--- src/design/erx_pkg.sv ---
// Shared types, character codes and helpers for the escape-framed receive deframer.
package erx_pkg;

	localparam int LENGTH_DIGITS_DEF = 4;
	localparam int IP_CHARS_DEF      = 16;
	localparam int QUEUE_DEPTH_DEF   = 4;

	localparam int CNT_W  = 14;
	localparam int PORT_W = 16;

	localparam logic [CNT_W-1:0]  LEN_MAX  = 14'h3fff;
	localparam logic [PORT_W-1:0] PORT_MAX = 16'hffff;

	localparam logic [7:0] CH_NUL = 8'h00;
	localparam logic [7:0] CH_LF  = 8'h0a;
	localparam logic [7:0] CH_CR  = 8'h0d;
	localparam logic [7:0] CH_ESC = 8'h1b;
	localparam logic [7:0] CH_DOT = 8'h2e;
	localparam logic [7:0] CH_0   = 8'h30;
	localparam logic [7:0] CH_9   = 8'h39;
	localparam logic [7:0] CH_UA  = 8'h41;
	localparam logic [7:0] CH_UF  = 8'h46;
	localparam logic [7:0] CH_LA  = 8'h61;
	localparam logic [7:0] CH_LF_ = 8'h66;
	localparam logic [7:0] CH_H   = 8'h48;
	localparam logic [7:0] CH_U   = 8'h75;
	localparam logic [7:0] CH_Y   = 8'h79;
	localparam logic [7:0] CH_Z   = 8'h5a;
	localparam logic [7:0] CH_S   = 8'h53;
	localparam logic [7:0] CH_O   = 8'h4f;
	localparam logic [7:0] CH_F   = 8'h46;
	localparam logic [7:0] CH_E   = 8'h45;

	localparam logic [3:0] KIND_LINE_START = 4'd0;
	localparam logic [3:0] KIND_LINE_BYTE  = 4'd1;
	localparam logic [3:0] KIND_LINE_END   = 4'd2;
	localparam logic [3:0] KIND_LINE_FLUSH = 4'd3;
	localparam logic [3:0] KIND_OK         = 4'd4;
	localparam logic [3:0] KIND_FAIL       = 4'd5;
	localparam logic [3:0] KIND_IP_CHAR    = 4'd6;
	localparam logic [3:0] KIND_IP_END     = 4'd7;
	localparam logic [3:0] KIND_PORT       = 4'd8;
	localparam logic [3:0] KIND_DATA       = 4'd9;
	localparam logic [3:0] KIND_DATA_END   = 4'd10;

	localparam logic [1:0] STEP_CONN = 2'd0;
	localparam logic [1:0] STEP_IP   = 2'd1;
	localparam logic [1:0] STEP_PORT = 2'd2;
	localparam logic [1:0] STEP_BODY = 2'd3;

	typedef struct packed {
		logic [7:0] rx_byte;
	} erx_in_t;

	typedef struct packed {
		logic [3:0]        kind;
		logic [3:0]        conn_id;
		logic [7:0]        out_byte;
		logic [3:0]        ip_index;
		logic [PORT_W-1:0] port_value;
		logic              last;
	} erx_out_t;

	// one queue entry: one or two results caused by a single input byte
	typedef struct packed {
		logic     dual;
		erx_out_t res0;
		erx_out_t res1;
	} erx_cmd_t;

	function automatic logic is_digit(input logic [7:0] c);
		return (c >= CH_0) && (c <= CH_9);
	endfunction

	function automatic logic [3:0] hex_val(input logic [7:0] c);
		logic [7:0] t;
		t = 8'h00;
		if ((c >= CH_0) && (c <= CH_9)) begin
			t = c - CH_0;
		end else if ((c >= CH_UA) && (c <= CH_UF)) begin
			t = c - CH_UA + 8'd10;
		end else if ((c >= CH_LA) && (c <= CH_LF_)) begin
			t = c - CH_LA + 8'd10;
		end
		return t[3:0];
	endfunction

endpackage

--- src/design/erx_queue.sv ---
// Short command queue between the parser and the result emitter.
module erx_queue #(
	parameter int DEPTH = erx_pkg::QUEUE_DEPTH_DEF
) (
	input  logic              clk,
	input  logic              arst_n,
	input  logic              push,
	input  erx_pkg::erx_cmd_t push_cmd,
	output logic              full,
	output logic              head_valid,
	output erx_pkg::erx_cmd_t head_cmd,
	input  logic              pop
);
	import erx_pkg::*;

	localparam int PW = (DEPTH > 1) ? $clog2(DEPTH) : 1;
	localparam int CW = $clog2(DEPTH + 1);
	localparam logic [PW-1:0] PTR_LAST = PW'(DEPTH - 1);
	localparam logic [CW-1:0] CNT_FULL = CW'(DEPTH);

	erx_cmd_t       mem_q [DEPTH];
	logic [PW-1:0]  wp_q, rp_q;
	logic [CW-1:0]  count_q;

	assign full       = (count_q == CNT_FULL);
	assign head_valid = (count_q != '0);
	assign head_cmd   = mem_q[rp_q];

	always_ff @(posedge clk) begin
		if (push) begin
			mem_q[wp_q] <= push_cmd;
		end
	end

	always_ff @(posedge clk or negedge arst_n) begin
		if (!arst_n) begin
			wp_q    <= '0;
			rp_q    <= '0;
			count_q <= '0;
		end else begin
			if (push) begin
				wp_q <= (wp_q == PTR_LAST) ? '0 : wp_q + PW'(1);
			end
			if (pop) begin
				rp_q <= (rp_q == PTR_LAST) ? '0 : rp_q + PW'(1);
			end
			if (push && !pop) begin
				count_q <= count_q + CW'(1);
			end else if (pop && !push) begin
				count_q <= count_q - CW'(1);
			end
		end
	end

	a_no_push_full: assert property (@(posedge clk) disable iff (!arst_n)
		!(push && full && !pop))
		else $error("push into full queue");

	a_no_pop_empty: assert property (@(posedge clk) disable iff (!arst_n)
		pop |-> head_valid)
		else $error("pop from empty queue");

endmodule

--- config.mk ---
export PLATFORM = sky130hd
export DESIGN_NAME = erx_queue
export DESIGN_NICKNAME = d
export VERILOG_FILES = /design/src/design/erx_pkg.sv /design/src/design/erx_queue.sv
export SDC_FILE = /design/constraint.sdc
export NUM_CORES = 1
export LEC_CHECK = 0
export BUFFER_PORTS_ARGS = -buffer_cell sky130_fd_sc_hd__buf_2
export CORE_MARGIN = 3
export CORE_UTILIZATION = 30
export DETAILED_ROUTE_END_ITERATION = 10
export PLACE_DENSITY = 0.56
export SLEW_MARGIN = 10
export SYNTH_ARGS = -nofsm -noshare
export SYNTH_HDL_FRONTEND = slang
export SYNTH_SLANG_ARGS = --single-unit
--- constraint.sdc ---
create_clock -name clk -period 3.5 [get_ports clk]
set_input_delay 0.35 -clock clk [delete_from_list [all_inputs] [get_ports clk]]
set_output_delay 0.35 -clock clk [all_outputs]
set_load 0.05 [all_outputs]
==> flow_metrics.tcl <==
set metrics [dict create \
    clockBufferDepth 3 \
    worstSetupPathType "flop to primary output" \
    syn-cell-area_mm2 0.0113 \
    hold_viol_final 0 \
    cts_tree "built" \
    startpoint "rp_q[0]" \
    cts.clk_slew.worst_paths_ns 0.06 \
    gp_congestion 0.704 \
    async_flop_share_pct 2.28 \
    nets 701 \
    port-buffer-count 155 \
    endpoint "head_cmd[43]" \
    cts_made_buffers 34 \
    reg2reg_depth 4 \
    synth-seq-area-share_pct 81.5 \
    cts_root_buf "clkbuf_16" \
    route.detailed.drc 0 \
    slowest_delay_ns 0.78 \
    grt-ovfl-total 0 \
    via_per_inst 4.55 \
    ios 156 \
    p_leak_nw 4.64 \
    wire_per_inst_um 20.2 \
    outcome "complete, no violations" \
    coreArea_mm2 0.0368 \
    cts_max_level 2 \
    ir_drop_v 0.000501 \
    grtUsageTotal_pct 11.2 \
    dieHeight_um 200 \
    synth_cells 429 \
    ant_nets 0 \
    synth_area_per_cell_um2 26.3 \
    skew_ns 0.0126 \
    vias 5029 \
    synth_top_area_share_pct 80.0 \
    fmax_mhz 348 \
    min_path_type "input port to flop" \
    first_global_vias 5646 \
    synth_edf_count 300 \
    worstPathCellList "buf_4, mux4_2, buf_2" \
    synthesis.nets 515 \
    antenna_found_initial 3 \
    setup_violations 0 \
    critPathRequiredTime_ns 3.15 \
    worst_pin_slew_ns 0.886 \
    first_iter_violations 196 \
    clock_sinks 307 \
    synth.area.top_cells "edfxtp_1, mux4_2, dfrtp_1, ha_1, buf_12" \
    end_kind "primary output" \
    rrSetupSlack_ns 1.33 \
    grt_max_degree 54 \
    ys.flop_type "edfxtp_1" \
    drv_cap 0 \
    cp.arrival_ns 2.52 \
    cp-start-kind "flop" \
    drive_gt1_share_pct 46.6 \
    synth.distinct_cells 21 \
    yosys.area.top_type "edfxtp_1" \
    fin_crit_ns 2.87 \
    worstSkewPairLatency_ns 0.51 \
    p_per_area_mw_per_mm2 953 \
    rsz0062_at_grt "false" \
    dp_hpwl_mm 13.6 \
    wirelength_mm 22.3 \
    die_w_um 200 \
    path_max_fanout 26 \
    fin_cells 1106 \
    slew_viol_final 0 \
    grt_pass1_wl_mm 33.6 \
    rr_endpoint "mem_q[2][12]" \
    start_util_pct 30.6 \
    area_growth_pct 21.5 \
    dp.cells 1046 \
    yosys_warnings 0 \
    drtPass1Iterations 4 \
    postLayoutCoreUtil_pct 37.2 \
    relSlewSlack_pct 40.9 \
    fp.dieArea_mm2 0.0399 \
    r2r-start "wp_q[0]" \
    num_rows 70 \
    setup_tns_ns 0 \
    crit_path_top_delay_cell "dfrtp_4" \
    ys_ff_latch 307 \
    final.period_utilization_pct 82.1 \
]
==> sequential cells by signal (all words and copies together) (netlist names) <==
register  flops
count_q       3
wp_q          2
mem_q       300
rp_q          2
==> worst max-delay path, delay by kind of cell, from the launching register on <==
family   cells  cell delay, ns
flops        1            0.78
buf+inv      2            0.67
mux          1            0.56
==> through the flow <==
step / setup slack, ns / total power [mW] / cell area (um2) / hold WS (ns)
floorplan: 0.683 / 8.82 / 11300 / 0.0544
global placement: 1.08 / 9.81 / 12600 / 0.187
detailed placement: 1.05 / 9.92 / 12600 / 0.199
CTS: 0.486 / 13.3 / 13700 / 0.0239
global route: 0.424 / 13.6 / 13700 / 0.0332
finish: 0.626 / 13.0 / 13700 / 0.0601
==> layout make-up <==
class / instances / area (um2)
Fill cell: 3350 / 23100
Sequential cell: 307 / 9190
Multi-Input combinational cell: 101 / 1920
Clock buffer: 43 / 948
Timing Repair Buffer: 167 / 918
Tap cell: 468 / 586
Clock inverter: 15 / 104
Inverter: 4 / 15.0
Antenna cell: 1 / 2.50
==> worst min path at each step <==
stage          slack [ns]          from            to  cells past startpoint
6_report             0.06  push_cmd[27]  mem_q[3][27]                      1
5_1_grt              0.03  push_cmd[35]  mem_q[3][35]                      1
4_1_cts              0.02   push_cmd[8]   mem_q[0][8]                      1
3_5_place_dp         0.20        arst_n    count_q[1]                      1
3_3_place_gp         0.19        arst_n    count_q[1]                      1
2_1_floorplan        0.05        arst_n    count_q[0]                      0
==> per-layer routing <==
metal | part of all wire (%) | vias up | GRT usage (%)
met5 | 0.13 | - | 0
met2 | 50 | 118 | 18.7
met1 | 42 | 2643 | 14.2
li1 | - | 2220 | -
met3 | 5.9 | 44 | 3.34
met4 | 2.4 | 4 | 3.49
==> power breakdown <==
part | total (mW) | switching [mW] | internal [mW] | leakage [nW]
combinational | 4.69 | 3.26 | 1.43 | 1.28
sequential | 5.01 | 0.289 | 4.72 | 2.84
clock | 3.33 | 1.35 | 1.99 | 0.517
total | 13.0 | 4.90 | 8.14 | 4.64
==> repair_timing <==
| item | in CTS | in global routing |
|---|---|---|
| hold buffers | 1 | 0 |
| hold endpoints to repair | 7 | 0 |
| buffers inserted | 0 | 0 |
| gates resized for setup | 0 | 0 |
==> synth_stat cells, types with 2 or more instances <==
master	count
edfxtp_1	300
mux4_2	75
dfrtp_1	7
ha_1	6
buf_2	5
and2_1	4
buf_4	4
inv_1	4
buf_1	3
buf_12	3
mux2_2	3
nor2_1	3
nand2_1	2
o21ai_0	2
xor2_1	2
==> placed cells by master (no fill, tap or decap) <==
cell type,n
edfxtp_1,300
buf_2,155
mux4_2,75
clkbuf_16,37
buf_4,7
ha_1,6
clkbuf_1,6
clkinv_2,6
clkinv_1,5
dfrtp_1,5
inv_1,4
and2_4,4
buf_12,4
mux2_2,3
nor2_1,3
nand2_1,2
o21ai_0,2
xor2_1,2
clkinv_4,2
dfrtp_4,2
diode_2,1
or3_1,1
nor3b_1,1
xnor2_1,1
fa_1,1
bufinv_16,1
clkinvlp_4,1
dlygate4sd3_1,1
==> cell families after synthesis <==
group                    count (synthesis)  synth area share [%]
AO/OA/AOI/OAI                            2                0.0889
XOR/XNOR                                 3                 0.233
adder cells (fa/ha/maj)                  7                 0.844
buffers and inverters                   21                  1.49
flip-flops                             307                  81.5
multiplexers                            78                  15.3
AND/OR/NAND/NOR                         11                 0.511
No activity file was read; power rests on OpenSTA's default activity.
