$ cat src/design/erx_pkg.sv
// Shared types, character codes and helpers for the escape-framed receive deframer.
package erx_pkg;

	localparam int LENGTH_DIGITS_DEF = 4;
	localparam int IP_CHARS_DEF      = 16;
	localparam int QUEUE_DEPTH_DEF   = 4;

	localparam int CNT_W  = 14;
	localparam int PORT_W = 16;

	localparam logic [CNT_W-1:0]  LEN_MAX  = 14'h3fff;
	localparam logic [PORT_W-1:0] PORT_MAX = 16'hffff;

	localparam logic [7:0] CH_NUL = 8'h00;
	localparam logic [7:0] CH_LF  = 8'h0a;
	localparam logic [7:0] CH_CR  = 8'h0d;
	localparam logic [7:0] CH_ESC = 8'h1b;
	localparam logic [7:0] CH_DOT = 8'h2e;
	localparam logic [7:0] CH_0   = 8'h30;
	localparam logic [7:0] CH_9   = 8'h39;
	localparam logic [7:0] CH_UA  = 8'h41;
	localparam logic [7:0] CH_UF  = 8'h46;
	localparam logic [7:0] CH_LA  = 8'h61;
	localparam logic [7:0] CH_LF_ = 8'h66;
	localparam logic [7:0] CH_H   = 8'h48;
	localparam logic [7:0] CH_U   = 8'h75;
	localparam logic [7:0] CH_Y   = 8'h79;
	localparam logic [7:0] CH_Z   = 8'h5a;
	localparam logic [7:0] CH_S   = 8'h53;
	localparam logic [7:0] CH_O   = 8'h4f;
	localparam logic [7:0] CH_F   = 8'h46;
	localparam logic [7:0] CH_E   = 8'h45;

	localparam logic [3:0] KIND_LINE_START = 4'd0;
	localparam logic [3:0] KIND_LINE_BYTE  = 4'd1;
	localparam logic [3:0] KIND_LINE_END   = 4'd2;
	localparam logic [3:0] KIND_LINE_FLUSH = 4'd3;
	localparam logic [3:0] KIND_OK         = 4'd4;
	localparam logic [3:0] KIND_FAIL       = 4'd5;
	localparam logic [3:0] KIND_IP_CHAR    = 4'd6;
	localparam logic [3:0] KIND_IP_END     = 4'd7;
	localparam logic [3:0] KIND_PORT       = 4'd8;
	localparam logic [3:0] KIND_DATA       = 4'd9;
	localparam logic [3:0] KIND_DATA_END   = 4'd10;

	localparam logic [1:0] STEP_CONN = 2'd0;
	localparam logic [1:0] STEP_IP   = 2'd1;
	localparam logic [1:0] STEP_PORT = 2'd2;
	localparam logic [1:0] STEP_BODY = 2'd3;

	typedef struct packed {
		logic [7:0] rx_byte;
	} erx_in_t;

	typedef struct packed {
		logic [3:0]        kind;
		logic [3:0]        conn_id;
		logic [7:0]        out_byte;
		logic [3:0]        ip_index;
		logic [PORT_W-1:0] port_value;
		logic              last;
	} erx_out_t;

	// one queue entry: one or two results caused by a single input byte
	typedef struct packed {
		logic     dual;
		erx_out_t res0;
		erx_out_t res1;
	} erx_cmd_t;

	function automatic logic is_digit(input logic [7:0] c);
		return (c >= CH_0) && (c <= CH_9);
	endfunction

	function automatic logic [3:0] hex_val(input logic [7:0] c);
		logic [7:0] t;
		t = 8'h00;
		if ((c >= CH_0) && (c <= CH_9)) begin
			t = c - CH_0;
		end else if ((c >= CH_UA) && (c <= CH_UF)) begin
			t = c - CH_UA + 8'd10;
		end else if ((c >= CH_LA) && (c <= CH_LF_)) begin
			t = c - CH_LA + 8'd10;
		end
		return t[3:0];
	endfunction

endpackage

$ cat src/design/erx_stream_if.sv
// Valid/ready stream channel with a typed payload.
interface erx_stream_if #(
	parameter type payload_t = logic [7:0]
);
	logic     valid;
	logic     ready;
	payload_t data;

	modport source (output valid, output data, input ready);
	modport sink   (input valid, input data, output ready);
endinterface

$ cat src/design/erx_back.sv
// Back end: emits queued commands one result per transfer through an output register.
module erx_back (
	input  logic              clk,
	input  logic              arst_n,
	input  logic              head_valid,
	input  erx_pkg::erx_cmd_t head_cmd,
	output logic              pop,
	erx_stream_if.source      out_ch
);
	import erx_pkg::*;

	logic     out_valid_q;
	erx_out_t out_q;
	logic     half_q;
	logic     load;

	assign load = !out_valid_q || out_ch.ready;
	assign pop  = load && head_valid && (!head_cmd.dual || half_q);

	assign out_ch.valid = out_valid_q;
	assign out_ch.data  = out_q;

	always_ff @(posedge clk) begin
		if (load && head_valid) begin
			out_q <= half_q ? head_cmd.res1 : head_cmd.res0;
		end
	end

	always_ff @(posedge clk or negedge arst_n) begin
		if (!arst_n) begin
			out_valid_q <= 1'b0;
			half_q      <= 1'b0;
		end else if (load) begin
			out_valid_q <= head_valid;
			if (head_valid) begin
				half_q <= head_cmd.dual && !half_q;
			end
		end
	end

	a_half_has_pair: assert property (@(posedge clk) disable iff (!arst_n)
		half_q |-> head_valid && head_cmd.dual)
		else $error("second result pending without a paired entry");

	a_pair_follows: assert property (@(posedge clk) disable iff (!arst_n)
		out_valid_q && out_ch.ready && !out_q.last |=> out_valid_q && out_q.last)
		else $error("first result of a pair not followed by its partner");

endmodule

$ cat src/flat_wrapper.sv
// flat-port wrapper written by rule: the top's interface ports become plain ports
module erx_back_flat import erx_pkg::*;
  (clk, arst_n, head_valid, head_cmd, pop, out_ch_valid, out_ch_data, out_ch_ready);
  erx_stream_if out_ch_i ();
  input  logic clk;
  input  logic arst_n;
  input  logic head_valid;
  input  erx_pkg::erx_cmd_t head_cmd;
  output logic pop;
  output wire logic [$bits(out_ch_i.valid)-1:0] out_ch_valid;
  output wire logic [$bits(out_ch_i.data)-1:0] out_ch_data;
  input wire logic [$bits(out_ch_i.ready)-1:0] out_ch_ready;
  assign out_ch_valid = out_ch_i.valid;
  assign out_ch_data = out_ch_i.data;
  assign out_ch_i.ready = out_ch_ready;
  erx_back u_core (.clk(clk), .arst_n(arst_n), .head_valid(head_valid), .head_cmd(head_cmd), .pop(pop), .out_ch(out_ch_i));
endmodule
$ cat config.mk
export PLATFORM = sky130hd
export DESIGN_NAME = erx_back_flat
export DESIGN_NICKNAME = d
export VERILOG_FILES = /design/src/design/erx_pkg.sv /design/src/design/erx_stream_if.sv /design/src/design/erx_back.sv /design/src/flat_wrapper.sv
export SDC_FILE = /design/constraint.sdc
export NUM_CORES = 1
export LEC_CHECK = 0
export BUFFER_PORTS_ARGS = -buffer_cell sky130_fd_sc_hd__buf_2
export CORE_MARGIN = 2
export CORE_UTILIZATION = 22
export CTS_CLUSTER_SIZE = 30
export DETAILED_ROUTE_END_ITERATION = 8
export GPL_ROUTABILITY_DRIVEN = 0
export HOLD_SLACK_MARGIN = 0.15
export PLACE_DENSITY_LB_ADDON = 0.3
export RECOVER_POWER = 100
export REMOVE_ABC_BUFFERS = 1
export SYNTH_ARGS = -nofsm -noshare
export SYNTH_HDL_FRONTEND = slang
export SYNTH_SLANG_ARGS = --single-unit
export TNS_END_PERCENT = 100
$ cat constraint.sdc
create_clock -name clk -period 1.2 [get_ports clk]
set_clock_uncertainty 0.15 [all_clocks]
set_input_delay 0.18 -clock clk [delete_from_list [all_inputs] [get_ports clk]]
set_output_delay 0.18 -clock clk [all_outputs]
set_load 0.01 [all_outputs]
==> results of run 1 <==
stage by stage:
step                      utilization, %  cells
after floorplan                        -     25
after global placement             33.46     84
after detailed placement           33.46     84
after CTS                          36.68     91
after global routing               38.64     95
final                              38.64     95
layout by cell type (no fill, tap or decap):
cell type,Yosys,final
buf_2,0,20
nand2_4,1,1
buf_6,1,3
mux2_2,6,6
dfrtp_1,2,1
clkinv_8,0,1
edfxtp_1,8,8
clkbuf_4,0,3
clkbuf_1,0,10
buf_8,0,1
or2b_1,1,1
clkbuf_2,0,1
nor2_1,1,1
nor2b_4,0,1
mux2_4,3,3
dlygate4sd3_1,0,4
buf_4,0,1
nand2b_4,1,1
dfrtp_2,0,1
registers in the layout (all words and copies together) (netlist names):
signal and count:
u_core.out_ch.data 8, u_core.out_ch.valid 1, u_core.half_q 1
what timing repair did:
| item | in CTS | in global routing |
|---|---|---|
| hold endpoints to repair | 12 | 9 |
| setup endpoints to repair | 18 | 17 |
| hold buffers | 2 | 2 |
| resized for setup | 3 | 9 |
| buffers inserted | 1 | 3 |
critical path, delay by kind of cell, from the launching register on:
kind | cells | cell delay (ns)
DFF | 1 | 0.42
and+or+nand+nor | 2 | 0.14
buffers and inverters | 2 | 0.25
cell type report:
| type | instances | area (um2) | area share [%] |
|---|---|---|---|
| Clock buffer | 4 | 26.28 | 3.431 |
| Sequential cell | 10 | 291.5 | 38.07 |
| Tap cell | 27 | 33.78 | 4.412 |
| Multi-Input combinational cell | 14 | 162.7 | 21.24 |
| Timing Repair Buffer | 39 | 235.2 | 30.72 |
| Inverter | 1 | 16.27 | 2.124 |
per-layer routing:
layer | vias up | GRT usage, % | part of all wire (%)
li1 | 177 | - | -
met1 | 146 | 7.810 | 42
met2 | 25 | 12.00 | 46
met3 | 0 | 2.727 | 12
met4 | 0 | 4.167 | 0
met5 | - | 0 | 0
synth_stat cells:
cell type	n	area (um2)
nor2b_2	1	8.760
inv_1	1	3.750
or2b_1	1	7.510
mux2_2	6	67.56
buf_6	1	11.26
dfrtp_1	2	50.05
edfxtp_1	8	240.2
nand2b_4	1	13.76
nand2_4	1	11.26
mux2_4	3	45.04
nor2_1	1	3.750
report_power, final:
group / total [mW] / internal [mW] / switching, mW
combinational: 0.290 / 0.181 / 0.108
sequential: 0.441 / 0.426 / 0.0154
clock: 0.237 / 0.128 / 0.109
total: 0.968 / 0.735 / 0.233
worst paths after layout:
path                                         end  slack (ns)
max                                          pop       -0.18
min reg2reg                        u_core.half_q        0.49
max in group asynchronous          u_core.half_q        0.15
min in group asynchronous    u_core.out_ch.valid        0.62
min                        u_core.out_ch.data[2]        0.06
max reg2reg                u_core.out_ch.data[2]       -0.16
kinds of logic (layout without fill, tap and decap cells):
family / Yosys count / count (layout) / share of synthesized area (%)
flops: 10 / 10 / 62.70
buf+inv: 2 / 44 / 3.242
mux: 9 / 9 / 24.32
simple gates: 5 / 5 / 9.729
==> impl_results.md, run 1 <==
* Run status: finished with violations
* Failing checks: setup timing
* Iter 0 DRT Violations at 1
* Worst EP arrival at 1.05 ns
* Tot GR Track Use at 7.230%
* Die area at 2487 um2
* Worst hold stages at 2
* Placed cell area at between 600 and 700 um2
* CTS Buffer Depth at 2
* Final setup viols at 10
* Worst Setup End Kind: output pin
* WL/cell at 9.295 um
* Max Clock Freq at 724.2 MHz
* First-pass GRT wire length at around 1.3 mm
* Total negative setup slack at -1.373 ns
* Ratio of cells with drive above 1 in the final layout at 63.24%
* Crit path max-delay cell type: dfrtp_2
* Crit path launch: u_core.half_q
* Cells after Synth at 26
* Area Overhead vs Synth at 65.41%
* Worst VDD drop at 498.6 uV
* Worst setup margin at -0.1809 ns
* Static leakage at ~0.34 nW
* Period minus WS final at roughly 1.4 ns
* Clock sink total at 10
* Worst-case reg-to-reg path depth at 3
* Finished Cell Area at between 700 and 800 um2
* Mapped Avg Cell Area at 17.81 um2
* Hold Path Class: in -> reg
* Max_slew headroom at around 90%
* Synth unique cells at 11
* Die height at 49.87 um
* Number of synthesized register bits at 10
* Clock latency on the worst-skew pair at ~0.25 ns
* Critical path cell sequence: buf_6 -> nor2b_4 -> nor2_1 -> buf_2
* Synth Warn # at 0
* Initial Util at 23.36%
* Number of port buffers at 30
* # rows at 16
* Clock slew at reported path FFs at 0.07 ns
* PD cells at 1265 nW/um2
* Fin. Hold Viols at 0
* Hold_ws at ~0.064 ns
* Max-Cap Viols at 0
* Pre-CTS setup slack at -0.1895 ns
* WL final at 883 um
* CTS Buf Count at 3
* Fill count at around 210
* Tightest Pin Transition at 0.1496 ns
* TritonRoute pass-1 iters at 2
* Hpwl dp at around 640 um
* Tcrit/Tclk final at 115.1%
* R2R Path Start: u_core.half_q
* Core area at 1982 um2
* Setup crit start kind: register
* Critical path peak fanout at 2
* Total Power at just under 1 mW
* Fin. max-slew vios at 0
* Congestion Overflow GR at 0
* Diode count at 0
* Number of global-route vias before repair at 341
* Slowest cell delay on critical path at between 0.4 and 0.5 ns
* Antenna violations before repair at 0
* Hold Path Origin: head_cmd[39]
* Worst path required time at 0.87 ns
* Sequential area share after synthesis at 62.70%
* Post-Synthesis Cell Area at 462.9 um2
* Largest net degree at the start of global routing at 9
* Root Driver: clkbuf_4
* Final nets at between 100 and 150
* Via count at 348
* CTS tree: yes
* Top Ports at just under 90
* Antenna-violating nets left at 0
* Die X-Extent at 49.87 um
* WS Path Type: reg -> out
* Unrepaired setup endpoints after global routing: yes
* Max H-tree Level at 1
* Detailed-route DRC error count at 0
* Via density per instance at approximately 3.7
No activity file was read; power rests on OpenSTA's default activity.
==> inputs of run 2 (changes only) <==
--- a/config.mk
+++ b/config.mk
@@ -20,2 +20,2 @@
 export SYNTH_SLANG_ARGS = --single-unit
-export TNS_END_PERCENT = 100
+export TNS_END_PERCENT = 20
==> constraint.sdc (replaced) <==
create_clock -name clk -period 1.2 [get_ports clk]
set_clock_uncertainty 0.15 [all_clocks]
set_input_delay 0.3 -clock clk [delete_from_list [all_inputs] [get_ports clk]]
set_output_delay 0.3 -clock clk [all_outputs]
set_load 0.01 [all_outputs]
==> impl_results.md, run 2 (synthesis gave the netlist of run 1 again) <==
* Run status: finished with violations
* Failing checks: setup timing
* Total Power at 946.4 uW (-2.3%)
* Die height at 49.87 um (unchanged)
* Top Ports at 89 (unchanged)
* Die X-Extent at 49.87 um (unchanged)
* WL final at 762 um (-14%)
* Most common cell after layout, fill and taps aside: buf_2
* First-pass GRT wire length at 1.214 mm (-6.9%)
* Commonest cells after routing, fill and taps aside: buf_2, edfxtp_1, mux2_2
* Antenna-violating nets left at 0 (unchanged)
* Largest net degree at the start of global routing at 9 (unchanged)
* Static leakage at 0.3530 nW (+4.3%)
* Tightest Pin Transition at 0.1202 ns (-0.02940 ns)
* Worst-case reg-to-reg path depth at 4 (+1)
* Max reg flops at 8 (unchanged)
* CTS Buffer Depth at 2 (unchanged)
* CTS tree: yes
* Die area at 2487 um2 (unchanged)
* Gate power share at 30.4% (+0.5 points)
* Worst path required time at 0.75 ns (-0.12 ns)
* Period minus WS final at 1.474 ns (+0.09290 ns)
* PD cells at 1273 nW/um2 (+0.68%)
* Max H-tree Level at 1 (unchanged)
* Core area at 1982 um2 (unchanged)
* Congestion Overflow GR at 0 (unchanged)
* Fin. Hold Viols at 0 (unchanged)
* Clock sink total at 10 (unchanged)
* Iter 0 DRT Violations at 0 (-1)
* CTS Buf Count at 3 (unchanged)
* Final setup viols at 16 (+6)
* # rows at 16 (unchanged)
* Area Overhead vs Synth at 60.54%
* Diode count at 0 (unchanged)
* Clock latency on the worst-skew pair at 0.25 ns (about the same)
* Worst Setup End Kind: output pin
* Final nets at 146 (-1.4%)
* Tot GR Track Use at 6.658% (-0.57 points)
* Pre-CTS setup slack at -0.05352 ns (+0.1360 ns)
* Worst hold stages at 2 (unchanged)
* Number of global-route vias before repair at 322 (-5.6%)
* Switch share at 22.95% (-1.1 points)
* Via density per instance at 3.753 (+2.4%)
* Fin. max-slew vios at 0 (unchanged)
* Max Clock Freq at 678.5 MHz (-6.3%)
* Worst setup margin at -0.2738 ns (-0.09290 ns)
* Critical path peak fanout at 2 (unchanged)
* Hpwl dp at 626 um (-1.9%)
* Worst EP arrival at 1.02 ns (-0.03 ns)
* Max_slew headroom at 91.98% (+2.0 points)
* Psw at 217.2 uW (-6.8%)
* Tcrit/Tclk final at 122.8% (+7.7 points)
* Max-Cap Viols at 0 (unchanged)
* Internal power at 729.2 uW (-0.85%)
* Via count at 349 (+0.29%)
* Worst VDD drop at 856.6 uV (+72%)
* Power share of the clock group at 23.5% (-1.0 points)
* TritonRoute pass-1 iters at 1 (-1)
* WL/cell at 8.194 um (-12%)
* Detailed-route DRC error count at 0 (unchanged)
* Ratio of cells with drive above 1 in the final layout at 74.24% (+11 points)
* Setup crit start kind: register
* Initial Util at 23.36% (unchanged)
* Unrepaired setup endpoints after global routing: yes
* Hold Path Class: in -> reg
* WS Path Type: reg -> out
* Clock slew at reported path FFs at 0.06 ns (about the same)
* Number of port buffers at 30 (unchanged)
* Seq pwr share at 46.1% (+0.5 points)
* Root Driver: clkbuf_4
* Antenna violations before repair at 0 (unchanged)
==> run 2: power by group through the flow <==
stage / Combinational [mW] / Clock (mW) / Sequential (mW)
final: 0.287 / 0.222 / 0.437
after CTS: 0.293 / 0.236 / 0.437
after global routing: 0.314 / 0.250 / 0.440
after floorplan: 0.101 / 0 / 0.480
after global placement: 0.245 / 0 / 0.443
after detailed placement: 0.248 / 0 / 0.444
==> run 2: metrics by stage <==
stage	utilization [%]	instance area (um2)	hold WS (ns)	std cells	TNS, ns
finish	37.50	743.2	0.1898	93	-1.067
global route	37.50	743.2	0.1857	93	-2.029
CTS	37.56	744.5	0.1814	93	-1.372
detailed placement	33.84	670.6	-0.06071	85	-0.3768
global placement	33.84	670.6	-0.06020	85	-0.2597
floorplan	-	451.7	-0.1456	25	-0.8282
==> run 2: worst paths after layout <==
check                                   endpoint  slack, ns                 from
max                                          pop      -0.27        u_core.half_q
min                        u_core.out_ch.data[4]       0.19          head_cmd[4]
max reg2reg                u_core.out_ch.data[1]      -0.22        u_core.half_q
min reg2reg                  u_core.out_ch.valid       0.47  u_core.out_ch.valid
max in group asynchronous          u_core.half_q       0.56               arst_n
min in group asynchronous    u_core.out_ch.valid       0.21               arst_n
==> run 2: critical path, cell delays in order (launching register included) <==
cell and delay [ns]:
dfrtp_1 0.38, buf_6 0.13, nor2b_4 0.10, nor2_1 0.04, buf_2 0.13
==> run 2: layout make-up <==
cell class | instances | area [um2]
clock buffer | 3 | 22.52
clock inverter | 1 | 3.754
fill | 199 | 1239
inverter | 1 | 3.754
multi-input combinational | 14 | 162.7
sequential | 10 | 290.3
tap | 27 | 33.78
timing repair buffer | 37 | 226.5
==> run 2: what timing repair did <==
action / CTS / global route
hold buffers: 2 / 0
gates resized for setup: 3 / 1
hold endpoints to repair: 3 / 0
cloned: 0 / 0
endpoints found under the setup margin: 18 / 26
buffers inserted: 3 / 1
==> run 2: metal layers <==
layer,vias to the layer above,wire length (um),track usage [%]
met4,0,0,0
met2,27,364,12.89
met5,-,0,0
li1,173,-,-
met1,149,285,5.725
met3,0,112,4.848
==> inputs of run 3 (changes only) <==
CORE_MARGIN = not set   (was 2)
TNS_END_PERCENT = not set   (was 20)
==> impl_results.md, run 3 (synthesis gave the netlist of run 1 again) <==
* Die X-Extent at 47.87 um (-4.0%)
* Antenna-violating nets left at 0 (unchanged)
* Via count at 339 (-2.9%)
* WS Path Type: reg -> out
* Die area at 2292 um2 (-7.9%)
* Worst-case reg-to-reg path depth at 3 (-1)
* Setup crit start kind: register
* Congestion Overflow GR at 0 (unchanged)
* CTS tree: yes
* Detailed-route DRC error count at 0 (unchanged)
* Root Driver: clkbuf_4
* Number of global-route vias before repair at 319 (-0.93%)
* Switch share at 22.70% (-0.26 points)
* Worst reg2reg setup slack at -0.14 ns (+0.08 ns)
* Max reg flops at 8 (unchanged)
* Antenna violations before repair at 0 (unchanged)
* Placed Cells at 85 (unchanged)
* Top Ports at 89 (unchanged)
* GR met3 Demand/Resource at 2.264% (-2.6 points)
* Fin. Hold Viols at 0 (unchanged)
* WL final at 805 um (+5.6%)
* Hold Path Class: in -> reg
* Initial Util at 23.60% (+0.24 points)
* Worst VDD drop at 459.9 uV (-46%)
* Top Usage Layer GRT: met2
* Clock latency on the worst-skew pair at 0.25 ns (about the same)
* PD cells at 1273 nW/um2 (about the same)
* Worst path required time at 0.75 ns (about the same)
* CTS Buffer Depth at 2 (unchanged)
* Max-Cap Viols at 0 (unchanged)
* Total negative setup slack at -1.297 ns (-0.2304 ns)
* Critical path peak fanout at 2 (unchanged)
* Most common cell after layout, fill and taps aside: buf_2
* Clock slew at reported path FFs at 0.06 ns (about the same)
* Period minus WS final at 1.470 ns (-0.004239 ns)
* Area Overhead vs Synth at 60.54% (unchanged)
* Tightest Pin Transition at 0.1304 ns (+0.01013 ns)
* Crit path to: pop
* Fin. max-slew vios at 0 (unchanged)
* Worst EP arrival at 1.02 ns (about the same)
* CTS Buf Count at 3 (unchanged)
* Gate power share at 31.2% (+0.8 points)
* Tot GR Track Use at 7.597% (+0.94 points)
* R2R Path Start: u_core.half_q
* TritonRoute pass-1 iters at 4 (+3)
* Final nets at 145 (-0.68%)
* Tcrit/Tclk final at 122.5% (-0.35 points)
* Unrepaired setup endpoints after global routing: yes
* Reg2reg end: u_core.out_ch.data[1]
* Worst Setup End Kind: output pin
* Number of port buffers at 30 (unchanged)
* Power share of the clock group at 22.6% (-0.9 points)
* Commonest cells after routing, fill and taps aside: buf_2, edfxtp_1, mux2_2
* Max_slew headroom at 91.31% (-0.68 points)
* Max Clock Freq at 680.5 MHz (+0.29%)
* Clock sink total at 10 (unchanged)
* # rows at 16 (unchanged)
* Final setup viols at 12 (-4)
* Via density per instance at 3.725 (-0.73%)
* Failing checks: setup timing
* Run status: finished with violations
* GR met2 Demand/Resource at 14.86% (+2.0 points)
* Met1 Use GR at 7.126% (+1.4 points)
* Fin cells at 91 (-2.2%)
* Diode count at 0 (unchanged)
* Die height at 47.87 um (-4.0%)
* Crit path launch: u_core.half_q
* Psw at 214.7 uW (-1.1%)
* Static leakage at 0.3581 nW (+1.4%)
* Iter 0 DRT Violations at 5 (+5)
* Largest net degree at the start of global routing at 9 (unchanged)
* Core area at 1962 um2 (-1.0%)
* Max H-tree Level at 1 (unchanged)
* Worst setup margin at -0.2696 ns (+0.004239 ns)
* Seq pwr share at 46.2% (about the same)
* WL/cell at 8.846 um (+8.0%)
* First-pass GRT wire length at 1.159 mm (-4.5%)
* Ratio of cells with drive above 1 in the final layout at 75.00% (+0.76 points)
* Internal power at 731.3 uW (+0.29%)
## run 3: cell count changes in the layout (fill, tap and decap cells not counted), sizes merged
cell	before	now
buf	34	33
dlymetal6s4s	0	1
clkinv	1	0
dlygate4sd3	2	1
## run 3: how the worst min path moves through the flow
stage	from	endpoint	slack [ns]	depth (start not counted)
after CTS	head_cmd[39]	u_core.out_ch.data[2]	0.18	2
after floorplan	arst_n	u_core.half_q	-0.15	0
final	head_cmd[41]	u_core.out_ch.data[4]	0.19	2
after global routing	head_cmd[39]	u_core.out_ch.data[2]	0.19	2
after global placement	arst_n	u_core.out_ch.valid	-0.06	1
after detailed placement	arst_n	u_core.out_ch.valid	-0.06	1
## run 3: final cells by class
cell class                      count  area [um2]
Fill cell                         216        1219
Sequential cell                    10       290.3
Timing Repair Buffer               36       230.2
Multi-Input combinational cell     14       162.7
Tap cell                           27       33.78
Clock buffer                        3       22.52
Inverter                            1       3.754
## run 3: power by group through the flow
stage | logic [mW] | clock network, mW | registers (mW)
2_1_floorplan | 0.101 | 0 | 0.480
3_3_place_gp | 0.264 | 0 | 0.447
3_5_place_dp | 0.268 | 0 | 0.448
4_1_cts | 0.300 | 0.227 | 0.437
5_1_grt | 0.320 | 0.237 | 0.442
6_report | 0.295 | 0.214 | 0.437
## run 3: repair_timing
item / 4_1_cts / 5_1_grt
setup endpoints to repair: 25 / 27
gates resized for setup: 2 / 1
hold buffers: 2 / 0
setup buffers: 1 / 0
pin swaps: 1 / 0
endpoints found under the hold margin: 3 / 0
## run 3: per-layer routing
| layer | part of all wire [%] | vias up |
|---|---|---|
| met3 | 9.8 | 0 |
| met2 | 51 | 20 |
| li1 | - | 169 |
| met5 | 0 | - |
| met4 | 0 | 0 |
| met1 | 40 | 150 |
## run 3: metrics by stage
step / total power, mW / hold slack, ns / setup slack (ns) / area [um2] / utilization, %
floorplan: 0.5810 / -0.1456 / -0.09163 / 451.7 / -
CTS: 0.9648 / 0.1846 / -0.2851 / 742.0 / 37.82
finish: 0.9460 / 0.1942 / -0.2696 / 743.2 / 37.88
global route: 0.9996 / 0.1875 / -0.3290 / 743.2 / 37.88
detailed placement: 0.7154 / -0.05837 / -0.06625 / 683.2 / 34.82
global placement: 0.7116 / -0.06044 / -0.05905 / 683.2 / 34.82
## run 3: worst max-delay path, stage by stage, from the launching register on
cell	delay, ns
dfrtp_1	0.38
buf_6	0.13
nor2b_4	0.10
nor2_1	0.04
buf_2	0.13
